<file path="src/rtl/olist_pkg.sv">
// Shared types and codes for the ordered list engine.
`default_nettype none

package olist_pkg;

   localparam int DATA_W  = 32;
   localparam int OP_W    = 3;
   localparam int STAT_W  = 2;
   localparam int COUNT_W = 5;

   // Operation codes carried by an input beat.
   typedef enum logic [OP_W-1:0] {
      OP_PREPEND    = 3'd0,
      OP_APPEND     = 3'd1,
      OP_INS_BEFORE = 3'd2,
      OP_INS_AFTER  = 3'd3,
      OP_DEL_FRONT  = 3'd4,
      OP_DEL_LAST   = 3'd5,
      OP_DEL_VALUE  = 3'd6,
      OP_READ_ALL   = 3'd7
   } op_type;

   // Status codes carried by a result beat.
   typedef enum logic [STAT_W-1:0] {
      ST_OK      = 2'd0,
      ST_FULL    = 2'd1,
      ST_EMPTY   = 2'd2,
      ST_MISSING = 2'd3
   } status_type;

   // Sequencer states, one-hot.
   typedef enum logic [8:0] {
      S_IDLE     = 9'b000000001,
      S_SRCH_RD  = 9'b000000010,
      S_SRCH_CMP = 9'b000000100,
      S_SHUP_RD  = 9'b000001000,
      S_SHUP_WR  = 9'b000010000,
      S_SHDN_RD  = 9'b000100000,
      S_SHDN_WR  = 9'b001000000,
      S_DUMP_RD  = 9'b010000000,
      S_DUMP_OUT = 9'b100000000
   } state_type;

endpackage

`default_nettype wire

</file>
<file path="src/rtl/olist_mem.sv">
// Entry storage: one write port and one read port with registered read data.
`default_nettype none

module olist_mem #(
   parameter int DEPTH  = 16,
   parameter int ADDR_W = 4
) (
   input  wire logic                               clock,
   input  wire logic                               wr_en,
   input  wire logic [ADDR_W-1:0]                  wr_addr,
   input  wire logic signed [olist_pkg::DATA_W-1:0] wr_data,
   input  wire logic                               rd_en,
   input  wire logic [ADDR_W-1:0]                  rd_addr,
   output logic signed [olist_pkg::DATA_W-1:0]      rd_data_ff
);

   logic signed [olist_pkg::DATA_W-1:0] mem_ff [DEPTH];

   // Write port.
   always_ff @(posedge clock) begin
      if (wr_en) begin
         mem_ff[wr_addr] <= wr_data;
      end
   end

   // Read port, data appears the cycle after the address.
   always_ff @(posedge clock) begin
      if (rd_en) begin
         rd_data_ff <= mem_ff[rd_addr];
      end
   end

endmodule

`default_nettype wire

</file>
<file path="src/rtl/ordered_list_engine.sv">
// Ordered list engine: a sequencer walking one memory with one shared compare.
// Delete last and a full or empty refusal need no walk; their result beat is registered.
// A key search, found or not, reads and then compares each entry visited, and moving
// entries to open or close a slot reads then writes each one, through one memory port.
// Read all gives one result beat per entry; the receiver cannot stall a beat.
// Busy stays high until the final beat is issued. Synchronous reset empties the list.
`default_nettype none

module ordered_list_engine #(
   parameter int CAPACITY = 16
) (
   input  wire logic                                clock,
   input  wire logic                                reset,
   input  wire logic                                start,
   output logic                                     busy,
   input  wire logic [olist_pkg::OP_W-1:0]          req_op,
   input  wire logic signed [olist_pkg::DATA_W-1:0] req_value,
   input  wire logic signed [olist_pkg::DATA_W-1:0] req_key,
   output logic                                     rsp_valid,
   output logic [olist_pkg::STAT_W-1:0]             rsp_status,
   output logic signed [olist_pkg::DATA_W-1:0]      rsp_data,
   output logic [olist_pkg::COUNT_W-1:0]            rsp_count,
   output logic                                     rsp_last
);

   localparam int IDX_W = $clog2(CAPACITY);
   localparam int CNT_W = $clog2(CAPACITY + 1);
   localparam int EXT_W = (CNT_W > olist_pkg::COUNT_W) ? CNT_W : olist_pkg::COUNT_W;
   localparam logic [CNT_W-1:0] CAP_CNT = CNT_W'(CAPACITY);
   localparam logic [CNT_W-1:0] ONE_CNT = CNT_W'(1);

   olist_pkg::state_type state_ff, state_in;
   logic [CNT_W-1:0]     count_ff, count_in;
   logic [CNT_W-1:0]     ptr_ff, ptr_in;
   logic [CNT_W-1:0]     pos_ff, pos_in;
   olist_pkg::op_type    op_ff, op_in;
   logic signed [olist_pkg::DATA_W-1:0] value_ff, value_in;
   logic signed [olist_pkg::DATA_W-1:0] key_ff, key_in;

   logic                          rsp_valid_ff, rsp_valid_in;
   olist_pkg::status_type         rsp_status_ff, rsp_status_in;
   logic signed [olist_pkg::DATA_W-1:0] rsp_data_ff, rsp_data_in;
   logic [olist_pkg::COUNT_W-1:0] rsp_count_ff;
   logic                          rsp_last_ff, rsp_last_in;

   logic                          wr_en;
   logic [IDX_W-1:0]              wr_addr;
   logic signed [olist_pkg::DATA_W-1:0] wr_data;
   logic                          rd_en;
   logic [IDX_W-1:0]              rd_addr;
   logic signed [olist_pkg::DATA_W-1:0] rd_data;

   logic [CNT_W-1:0]              ptr_plus;
   logic                          key_hit;
   logic                          accept;
   logic [EXT_W-1:0]              count_ext;

   assign accept   = start && (state_ff == olist_pkg::S_IDLE);
   assign ptr_plus = ptr_ff + ONE_CNT;
   // The shared compare unit checks the fetched entry against the key.
   assign key_hit  = (rd_data == key_ff);

   olist_mem #(
      .DEPTH  (CAPACITY),
      .ADDR_W (IDX_W)
   ) u_mem (
      .clock      (clock),
      .wr_en      (wr_en),
      .wr_addr    (wr_addr),
      .wr_data    (wr_data),
      .rd_en      (rd_en),
      .rd_addr    (rd_addr),
      .rd_data_ff (rd_data)
   );

   // Sequencer next-state and memory control.
   always_comb begin
      state_in      = state_ff;
      count_in      = count_ff;
      ptr_in        = ptr_ff;
      pos_in        = pos_ff;
      op_in         = op_ff;
      value_in      = value_ff;
      key_in        = key_ff;
      rsp_valid_in  = 1'b0;
      rsp_status_in = olist_pkg::ST_OK;
      rsp_data_in   = '0;
      rsp_last_in   = 1'b1;
      wr_en         = 1'b0;
      wr_addr       = ptr_ff[IDX_W-1:0];
      wr_data       = rd_data;
      rd_en         = 1'b0;
      rd_addr       = ptr_ff[IDX_W-1:0];

      case (state_ff)
         olist_pkg::S_IDLE: begin
            if (accept) begin
               op_in    = olist_pkg::op_type'(req_op);
               value_in = req_value;
               key_in   = req_key;
               if (op_in == olist_pkg::OP_READ_ALL) begin
                  if (count_ff == '0) begin
                     rsp_valid_in  = 1'b1;
                     rsp_status_in = olist_pkg::ST_EMPTY;
                  end else begin
                     ptr_in   = '0;
                     state_in = olist_pkg::S_DUMP_RD;
                  end
               end else if (op_in inside {olist_pkg::OP_PREPEND, olist_pkg::OP_APPEND,
                                          olist_pkg::OP_INS_BEFORE, olist_pkg::OP_INS_AFTER}
                            && count_ff == CAP_CNT) begin
                  rsp_valid_in  = 1'b1;
                  rsp_status_in = olist_pkg::ST_FULL;
               end else if (!(op_in inside {olist_pkg::OP_PREPEND, olist_pkg::OP_APPEND})
                            && count_ff == '0) begin
                  rsp_valid_in  = 1'b1;
                  rsp_status_in = olist_pkg::ST_EMPTY;
               end else begin
                  case (op_in)
                     olist_pkg::OP_PREPEND: begin
                        pos_in   = '0;
                        ptr_in   = count_ff;
                        state_in = olist_pkg::S_SHUP_RD;
                     end
                     olist_pkg::OP_APPEND: begin
                        pos_in   = count_ff;
                        ptr_in   = count_ff;
                        state_in = olist_pkg::S_SHUP_RD;
                     end
                     olist_pkg::OP_DEL_FRONT: begin
                        ptr_in   = '0;
                        state_in = olist_pkg::S_SHDN_RD;
                     end
                     olist_pkg::OP_DEL_LAST: begin
                        count_in     = count_ff - ONE_CNT;
                        rsp_valid_in = 1'b1;
                     end
                     default: begin
                        ptr_in   = '0;
                        state_in = olist_pkg::S_SRCH_RD;
                     end
                  endcase
               end
            end
         end

         // Key search: fetch one entry, then compare it.
         olist_pkg::S_SRCH_RD: begin
            if (ptr_ff == count_ff) begin
               rsp_valid_in  = 1'b1;
               rsp_status_in = olist_pkg::ST_MISSING;
               state_in      = olist_pkg::S_IDLE;
            end else begin
               rd_en    = 1'b1;
               state_in = olist_pkg::S_SRCH_CMP;
            end
         end

         olist_pkg::S_SRCH_CMP: begin
            if (key_hit) begin
               if (op_ff == olist_pkg::OP_DEL_VALUE) begin
                  state_in = olist_pkg::S_SHDN_RD;
               end else begin
                  pos_in   = (op_ff == olist_pkg::OP_INS_BEFORE) ? ptr_ff : ptr_plus;
                  ptr_in   = count_ff;
                  state_in = olist_pkg::S_SHUP_RD;
               end
            end else begin
               ptr_in   = ptr_plus;
               state_in = olist_pkg::S_SRCH_RD;
            end
         end

         // Open a slot at pos by moving entries up from the back, then fill it.
         olist_pkg::S_SHUP_RD: begin
            if (ptr_ff == pos_ff) begin
               wr_en        = 1'b1;
               wr_addr      = pos_ff[IDX_W-1:0];
               wr_data      = value_ff;
               count_in     = count_ff + ONE_CNT;
               rsp_valid_in = 1'b1;
               state_in     = olist_pkg::S_IDLE;
            end else begin
               rd_en    = 1'b1;
               rd_addr  = IDX_W'(ptr_ff - ONE_CNT);
               state_in = olist_pkg::S_SHUP_WR;
            end
         end

         olist_pkg::S_SHUP_WR: begin
            wr_en    = 1'b1;
            ptr_in   = ptr_ff - ONE_CNT;
            state_in = olist_pkg::S_SHUP_RD;
         end

         // Close the slot at ptr by moving later entries down one place.
         olist_pkg::S_SHDN_RD: begin
            if (ptr_plus >= count_ff) begin
               count_in     = count_ff - ONE_CNT;
               rsp_valid_in = 1'b1;
               state_in     = olist_pkg::S_IDLE;
            end else begin
               rd_en    = 1'b1;
               rd_addr  = ptr_plus[IDX_W-1:0];
               state_in = olist_pkg::S_SHDN_WR;
            end
         end

         olist_pkg::S_SHDN_WR: begin
            wr_en    = 1'b1;
            ptr_in   = ptr_plus;
            state_in = olist_pkg::S_SHDN_RD;
         end

         // Read all: one result beat per entry, front to back.
         olist_pkg::S_DUMP_RD: begin
            rd_en    = 1'b1;
            state_in = olist_pkg::S_DUMP_OUT;
         end

         olist_pkg::S_DUMP_OUT: begin
            rsp_valid_in = 1'b1;
            rsp_data_in  = rd_data;
            rsp_last_in  = (ptr_plus == count_ff);
            ptr_in       = ptr_plus;
            state_in     = rsp_last_in ? olist_pkg::S_IDLE : olist_pkg::S_DUMP_RD;
         end

         default: begin
            state_in = olist_pkg::S_IDLE;
         end
      endcase
   end

   assign count_ext = EXT_W'(count_in);

   // Control registers.
   always_ff @(posedge clock) begin
      if (reset) begin
         state_ff     <= olist_pkg::S_IDLE;
         count_ff     <= '0;
         rsp_valid_ff <= 1'b0;
      end else begin
         state_ff     <= state_in;
         count_ff     <= count_in;
         rsp_valid_ff <= rsp_valid_in;
      end
   end

   // Payload registers.
   always_ff @(posedge clock) begin
      ptr_ff        <= ptr_in;
      pos_ff        <= pos_in;
      op_ff         <= op_in;
      value_ff      <= value_in;
      key_ff        <= key_in;
      rsp_status_ff <= rsp_status_in;
      rsp_data_ff   <= rsp_data_in;
      rsp_count_ff  <= count_ext[olist_pkg::COUNT_W-1:0];
      rsp_last_ff   <= rsp_last_in;
   end

   assign busy       = (state_ff != olist_pkg::S_IDLE);
   assign rsp_valid  = rsp_valid_ff;
   assign rsp_status = rsp_status_ff;
   assign rsp_data   = rsp_data_ff;
   assign rsp_count  = rsp_count_ff;
   assign rsp_last   = rsp_last_ff;

`ifndef ASSERT_OFF
   a_count_cap: assert property (@(posedge clock) disable iff (reset)
      count_ff <= CAP_CNT)
      else $error("entry count exceeds capacity");

   a_last_idle: assert property (@(posedge clock) disable iff (reset)
      rsp_valid && rsp_last |-> !busy)
      else $error("final result issued while sequencer still busy");

   a_more_busy: assert property (@(posedge clock) disable iff (reset)
      rsp_valid && !rsp_last |-> busy)
      else $error("non-final result with sequencer idle");

   a_fail_stable: assert property (@(posedge clock) disable iff (reset)
      rsp_valid && rsp_status_ff != olist_pkg::ST_OK |-> $stable(count_ff))
      else $error("refused operation changed the entry count");

   a_empty_zero: assert property (@(posedge clock) disable iff (reset)
      rsp_valid && rsp_status_ff == olist_pkg::ST_EMPTY |-> count_ff == '0)
      else $error("empty status with entries present");
`endif

endmodule

`default_nettype wire
</file>
<file path="config.mk">
export PLATFORM = sky130hd
export DESIGN_NAME = ordered_list_engine
export DESIGN_NICKNAME = d
export VERILOG_FILES = /design/src/rtl/olist_pkg.sv /design/src/rtl/olist_mem.sv /design/src/rtl/ordered_list_engine.sv
export SDC_FILE = /design/constraint.sdc
export NUM_CORES = 1
export LEC_CHECK = 0
export BUFFER_PORTS_ARGS = -buffer_cell sky130_fd_sc_hd__buf_2
export CAP_MARGIN = 40
export CORE_UTILIZATION = 60
export DETAILED_ROUTE_END_ITERATION = 10
export PLACE_DENSITY = 0.85
export SLEW_MARGIN = 10
export SYNTH_ARGS = -nofsm -noshare
export SYNTH_HDL_FRONTEND = slang
export SYNTH_SLANG_ARGS = --single-unit
</file>
<file path="constraint.sdc">
create_clock -name clock -period 10.1 [get_ports clock]
set_input_delay 1.515 -clock clock [delete_from_list [all_inputs] [get_ports clock]]
set_output_delay 1.515 -clock clock [all_outputs]
set_load 0.005 [all_outputs]
</file>
==> results of run 1 <==
-- power groups by stage --
stage               combinational (µW)  sequential, µW  clock, µW
floorplan                          444            3300          0
global placement                   620            3330          0
detailed placement                 648            3330          0
CTS                                659            3280       2520
global route                       709            3280       2610
finish                             665            3280       2500
-- kinds of logic (layout without fill, tap and decap cells) --
group | count (synthesis) | in the layout | synth area share [%]
flip-flops | 676 | 676 | 74.7
adder cells (fa/ha/maj) | 9 | 9 | 0.426
XOR/XNOR | 52 | 52 | 1.72
multiplexers | 197 | 197 | 8.25
other | 0 | 1 | 0
AND/OR/NAND/NOR | 286 | 286 | 6.26
AO/OA/AOI/OAI | 228 | 228 | 6.81
buffers and inverters | 94 | 278 | 1.78
-- registers in the layout, summed over array words and instances (netlist names) --
| register | cells |
|---|---|
| rsp_status | 2 |
| u_mem.rd_data_ff | 32 |
| count_ff | 5 |
| u_mem.mem_ff | 512 |
| value_ff | 32 |
| state_ff | 9 |
| rsp_count | 5 |
| rsp_valid | 1 |
| key_ff | 32 |
| pos_ff | 5 |
| rsp_data | 32 |
| rsp_last | 1 |
| ptr_ff | 5 |
| op_ff | 3 |
-- layout make-up --
cell class                 count  area, µm²
antenna                        1       2.50
tap                          585        732
sequential                   676      19700
clock inverter                36        459
clock buffer                  79       1720
multi-input combinational    772       6370
fill                        2573      13300
timing repair buffer         150        878
inverter                      13       50.0
-- metrics by stage --
step | power (µW) | setup slack [ns] | cell area (µm²)
2_1_floorplan | 3750 | 5.66 | 26400
3_3_place_gp | 3950 | 4.77 | 27700
3_5_place_dp | 3980 | 4.74 | 27800
4_1_cts | 6450 | 4.67 | 30000
5_1_grt | 6610 | 4.30 | 30000
6_report | 6440 | 4.56 | 30000
-- worst max-delay path, cell delays in order (launching register included) --
cell and delay (ns):
edfxtp_1 0.67, clkinv_1 0.40, ha_1 0.49, ha_1 0.33, a211o_1 0.36, a2111oi_4 0.46, or2_1 0.41, xnor2_1 0.30
nand3b_1 0.71, buf_4 0.52, o22ai_1 0.20, nor4_1 0.44
-- layer usage --
| metal | up-vias | track usage (%) | routed length (µm) |
|---|---|---|---|
| met2 | 1100 | 47.7 | 31200 |
| met1 | 7597 | 38.2 | 24300 |
| met5 | - | 0 | 0 |
| li1 | 6417 | - | - |
| met4 | 0 | 13.9 | 2690 |
| met3 | 195 | 6.96 | 7100 |
-- Yosys cell counts, types with 5 or more instances --
library cell | instances | share of area (%)
o21ai_0 | 14 | 0.27
a32o_1 | 33 | 1.3
clkbuf_1 | 38 | 0.54
nor4_2 | 20 | 0.95
edfxtp_1 | 621 | 71
xor2_1 | 41 | 1.4
nand3_1 | 15 | 0.28
buf_4 | 7 | 0.20
nand3b_1 | 7 | 0.20
mux2_2 | 162 | 6.9
a221oi_1 | 32 | 1.1
o22ai_1 | 65 | 1.5
nor4_1 | 22 | 0.52
nand4_1 | 6 | 0.14
a221o_1 | 35 | 1.3
nor3_1 | 13 | 0.25
a211oi_1 | 9 | 0.26
nand2_1 | 79 | 1.1
and2_1 | 33 | 0.78
dfxtp_1 | 55 | 4.2
buf_2 | 27 | 0.51
ha_1 | 9 | 0.43
mux2i_1 | 34 | 1.3
xnor2_1 | 11 | 0.36
or3_1 | 5 | 0.12
nand2b_1 | 9 | 0.21
inv_1 | 12 | 0.17
nor2_1 | 40 | 0.57
nor2b_1 | 12 | 0.28
a21oi_1 | 17 | 0.32
-- worst max-delay path by stage --
stage	start	to
2_1_floorplan	ptr_ff[1]$_DFFE_PP_	u_mem.mem_ff[2][0]$_DFFE_PP_
3_3_place_gp	ptr_ff[0]$_DFFE_PP_	u_mem.rd_data_ff[16]$_DFFE_PP_
3_5_place_dp	ptr_ff[0]$_DFFE_PP_	u_mem.rd_data_ff[18]$_DFFE_PP_
4_1_cts	ptr_ff[0]$_DFFE_PP_	u_mem.rd_data_ff[9]$_DFFE_PP_
5_1_grt	ptr_ff[0]$_DFFE_PP_	u_mem.rd_data_ff[9]$_DFFE_PP_
6_report	ptr_ff[0]$_DFFE_PP_	u_mem.rd_data_ff[5]$_DFFE_PP_
==> metrics.txt, run 1 <==
status finished, final reports clean; area grow syn2layout 13.4%; First-pass DRT Iterations 7; crit path time final between 5 and 6 ns; commonest non-fill, non-tap cells in the layout edfxtp_1 (621), mux2_2 (162), buf_2 (113); CTS clk-pin slew, worst paths 0.06 ns; Post-synth top flop edfxtp_1; IO Count 112; Synth cell types 63; clk buf depth 3; layout cell share with drive strength beyond 1 a little over a quarter; drt initial violations 1962; Final Hold Vio Count 0; GP Congestion around 0.95; Min Hold Slack 0.521 ns; Layout Utilization 69.2%; CP required 10.44 ns; leak pwr about 0.010 µW; dpl cells 2196; pin count of the biggest net entering global routing 59; Final #Nets between 1500 and 2000; Routed WL per cell 28.3 µm; FMAX 180 MHz; Initial Utilization 61.1%; Psw approximately 1600 µW; flops & latches, synth ~680; mapped cell area between 20000 and 30000 µm²; first-pass GRT wire length ~95 mm; commonest non-fill, non-tap cell in the layout edfxtp_1; Peak VDD IR 0.158 mV; cells after synthesis ~1500; number of global-route vias before repair 15300; TritonCTS Sinks 676; Int Pwr 4890 µW; Startpoint Class flop; R2R Path Start ptr_ff[0]$_DFFE_PP_; path depth of the worst reg2reg path 11; IO Port Bufs ~110; Worst slew margin around two fifths; hold wc startpoint u_mem.rd_data_ff[1]$_DFFE_PP_; # hold bufs at CTS 0; crit end category flop; Crit Reg-Reg Endpoint u_mem.rd_data_ff[5]$_DFFE_PP_; Die Wd 212 µm; worst endpoint data arrival time 5.89 ns; syn_area_per_cell 17.1 µm²; DRC 0; Worst Hold Endpoint rsp_data[1]$_SDFF_PP0_; RSZ-0062 raised after global routing no; Max Cap Viol 0; # resized after CTS 0; initial antenna violation count 2; switching share of total power 24.1%; HPWL Detailed 35.4 mm; ys async rst share 0%; Seq/Total Area, Yosys 74.7%; EDFF count, synth ~620; hold crit path type reg2reg; DRT antenna net count 0; Root Buffer clkbuf_16; CTS tree built; Num CTS Buffers 66; worst slew pin tran ~0.9 ns; worst hold path cell count 1; Seq pwr share 50.8%; non-filler instance count after layout between 2000 and 2500; Yosys warning count 0; H-tree depth 3; fin. max-slew vios 0; Site Rows 76; fin crit share 54.9%; Post-CTS Setup Bufs 0; gr usage total between 20 and 30%; Logic pwr share between 10% and 20%; syn_nets 1621; crit-path max FO 22; Finish-stage setup viols 0; core area 43300 µm²; pwr/cell area 215 nW/µm²; R2R Setup Slk 4.56 ns; setup TNS 0 ns; critical path class reg2reg; Clk pwr share between 30% and 40%; Via density 6.62; grt ovf 0; worst-skew pair later-pin latency slightly above 0.6 ns; vias 15300; Setup Skew approximately 0.032 ns; full die area around 45000 µm²; detailed-route wire length 65.3 mm; Die H about 210 µm
No activity file was read; power rests on OpenSTA's default activity.
==> inputs of run 2 (changes only) <==
Settings changed: CORE_UTILIZATION 60 to 55, PLACE_DENSITY 0.85 to 0.82.
Clock period 10.1 ns to 4.7 ns, I/O delays scaled along.
==> run 2 against run 1 <==
  * Power grew 120%
  * Cell area rose by 1.4%
  * First-iteration DRC count grew 5.1%
  * Sequential share of layout area fell by 0.88 points
  * Routed wire length increased by 1.7%
  * Worst setup slack got worse by 4.3 ns
  * Non-clock buffer count rose by 27
  * Clock power increased by 110%
  * Via count up 0.15%
  * Clock skew increased by 0.0027 ns
  * Critical endpoint is now u_mem.rd_data_ff[26]$_DFFE_PP_
==> metrics.txt, run 2 (same netlist as run 1, synthesis figures left out) <==
IO Port Bufs 111 (unchanged); met1 layer usage reported by global route 35.7% (-2.5 points); worst endpoint data arrival time 4.87 ns (-1.02 ns); GR Layer Usage met3 7.74% (+0.78 points); DRC 0 (unchanged); worst slew pin tran 0.812 ns (-0.0906 ns); TritonCTS Sinks 676 (unchanged); Post-CTS Setup Bufs 0 (unchanged); drt initial violations 2063 (+5.1%); first-pass GRT wire length 97.4 mm (+2.2%); HPWL Detailed 38.3 mm (+8.1%); Reg with most FFs u_mem.mem_ff; clk buf depth 3 (unchanged); # resized after CTS 0 (unchanged); worst hold path cell count 1 (unchanged); Worst Hold Endpoint value_ff[7]$_DFFE_PP_; R2R Setup Slk 0.23 ns (-4.32 ns); Initial Utilization 56.3% (-4.8 points); Min Hold Slack 0.272 ns (-0.249 ns); critical path class reg2reg; IO Count 112 (unchanged); Psw 3350 µW (+120%); fin. max-slew vios 0 (unchanged); GRT Max-Usage Layer met2; Final Hold Vio Count 0 (unchanged); Num CTS Buffers 68 (+3.0%); Max Cap Viol 0 (unchanged); crit end category flop; Via density 6.47 (-2.2%); area of the multi-input gates 6370 µm² (about the same); Buf/Inv on CP 1 (-1); crit-path max FO 22 (unchanged); number of flip-flops under the largest register name 512 (unchanged); RSZ-0062 raised after global routing no; GR Util met2 42.4% (-5.4 points); Die H 221 µm (+4.4%); commonest non-fill, non-tap cell in the layout edfxtp_1; Sequential cell area 19700 µm² (unchanged); FMAX 224 MHz (+24%); crit-path leading delay family simple AND/OR/NAND/NOR gates; DRT antenna net count 0 (unchanged); GP Congestion 0.931 (-2.0%); switching share of total power 24.1% (about the same); placed cell areas 28100 µm² (+1.3%); commonest non-fill, non-tap cells in the layout edfxtp_1 (621), mux2_2 (162), buf_2 (113); area grow syn2layout 14.9%; Fillers 3054 (+19%); # hold bufs at CTS 0 (unchanged); total power 13900 µW (+120%); full die area 48900 µm² (+9.0%); Startpoint Class flop; hold wc startpoint req_value[7]; Seq pwr share 50.5% (-0.3 points); Stages on worst setup path 12 (+1); Die Wd 221 µm (+4.4%); CTS clk-pin slew, worst paths 0.06 ns (about the same); Final #Nets 1787 (+1.6%); ant diodes 0 (-1); Final Cell Area 30400 µm² (+1.4%); crit-path cells ha_1 > nand3_1 > xnor2_1 > ha_1 > a21o_1 > a2111oi_4 > or2_1 > xnor2_1 > nor2_2 > buf_4 > a221oi_1 > nor4_2; Routed WL per cell 28.0 µm (-0.74%); Site Rows 79 (+3.9%); detailed-route wire length 66.4 mm (+1.7%); Worst slew margin 45.7% (+6.1 points); number of global-route vias before repair 15500 (+1.2%); critical path's slowest cell edfxtp_1; leak pwr 0.0102 µW (+1.9%); CP required 5.10 ns (-5.34 ns); path depth of the worst reg2reg path 12 (+1); Setup Skew 0.0343 ns (+0.00269 ns); layout cell share with drive strength beyond 1 28.1% (+1.2 points); Logic pwr share 10.8% (+0.5 points); Clk pwr share 38.6% (-0.2 points); pwr/cell area 458 nW/µm² (+110%); gr usage total 27.2% (-2.4 points); hold crit path type in2reg; core area 47000 µm² (+8.5%); H-tree depth 3 (unchanged); CTS tree built; setup TNS 0 ns (unchanged); pin count of the biggest net entering global routing 55 (-6.8%); slowest stage delay, CP 0.52 ns (-0.19 ns); Crit Reg-Reg Endpoint u_mem.rd_data_ff[26]$_DFFE_PP_; fin crit share 95.0% (+40 points); Root Buffer clkbuf_16; Peak VDD IR 0.384 mV (+140%); vias 15300 (+0.15%); status finished, final reports clean; crit path time final 4.47 ns (-1.08 ns); Finish-stage setup viols 0 (unchanged); First-pass DRT Iterations 5 (-2); initial antenna violation count 0 (-2); Int Pwr 10600 µW (+120%); grt ovf 0 (unchanged); R2R Path Start ptr_ff[1]$_DFFE_PP_; worst-skew pair later-pin latency 0.61 ns (about the same)
==> run 2: cell count changes in the layout (fill, tap and decap cells not counted), moves of 3 or more <==
| cell | before | now |
|---|---|---|
| buf_12 | 0 | 12 |
| buf_4 | 34 | 51 |
| bufinv_16 | 9 | 6 |
| clkbuf_1 | 12 | 18 |
| clkbuf_8 | 0 | 7 |
==> run 2: layout make-up <==
type	count	share of cell area, %
clock inverters	30	1.18
repair buffers	177	4.00
clock buffers	93	6.14
inverters	13	0.165
multi-input cells	772	21.0
well taps	607	2.50
flip-flops and latches	676	65.0
==> run 2: metal layers <==
metal | vias up | routed length [µm]
met5 | - | 0
met4 | 0 | 3010
met3 | 196 | 7750
met2 | 1037 | 30800
met1 | 7607 | 24900
li1 | 6492 | -
==> run 2: how the worst max path moves through the flow <==
stage,start,end
finish,ptr_ff[1]$_DFFE_PP_,u_mem.rd_data_ff[26]$_DFFE_PP_
global route,ptr_ff[1]$_DFFE_PP_,u_mem.rd_data_ff[26]$_DFFE_PP_
CTS,ptr_ff[1]$_DFFE_PP_,u_mem.rd_data_ff[26]$_DFFE_PP_
detailed placement,ptr_ff[1]$_DFFE_PP_,u_mem.rd_data_ff[16]$_DFFE_PP_
global placement,ptr_ff[1]$_DFFE_PP_,u_mem.rd_data_ff[8]$_DFFE_PP_
floorplan,ptr_ff[1]$_DFFE_PP_,u_mem.mem_ff[2][0]$_DFFE_PP_
==> run 2: worst register-to-register path, cell delays in order, from the launching register on <==
cell	delay, ns
edfxtp_1	0.52
ha_1	0.29
nand3_1	0.14
xnor2_1	0.28
ha_1	0.33
a21o_1	0.27
a2111oi_4	0.46
or2_1	0.34
xnor2_1	0.25
nor2_2	0.45
buf_4	0.47
a221oi_1	0.21
nor4_2	0.31
==> run 2: per-stage QoR <==
step	std cells	utilization, %	setup slack (ns)
final	2368	64.7	0.234
after global routing	2368	64.7	0.00617
after CTS	2368	64.7	0.307
after detailed placement	2245	59.9	0.393
after global placement	2242	59.9	0.576
after floorplan	1542	-	0.257
==> run 2: power by group through the flow <==
stage,combinational (µW),clock (µW),sequential (µW)
after detailed placement,1480,0,7140
after global placement,1430,0,7140
after CTS,1490,5410,7030
final,1510,5370,7030
after floorplan,955,0,7100
after global routing,1610,5640,7050
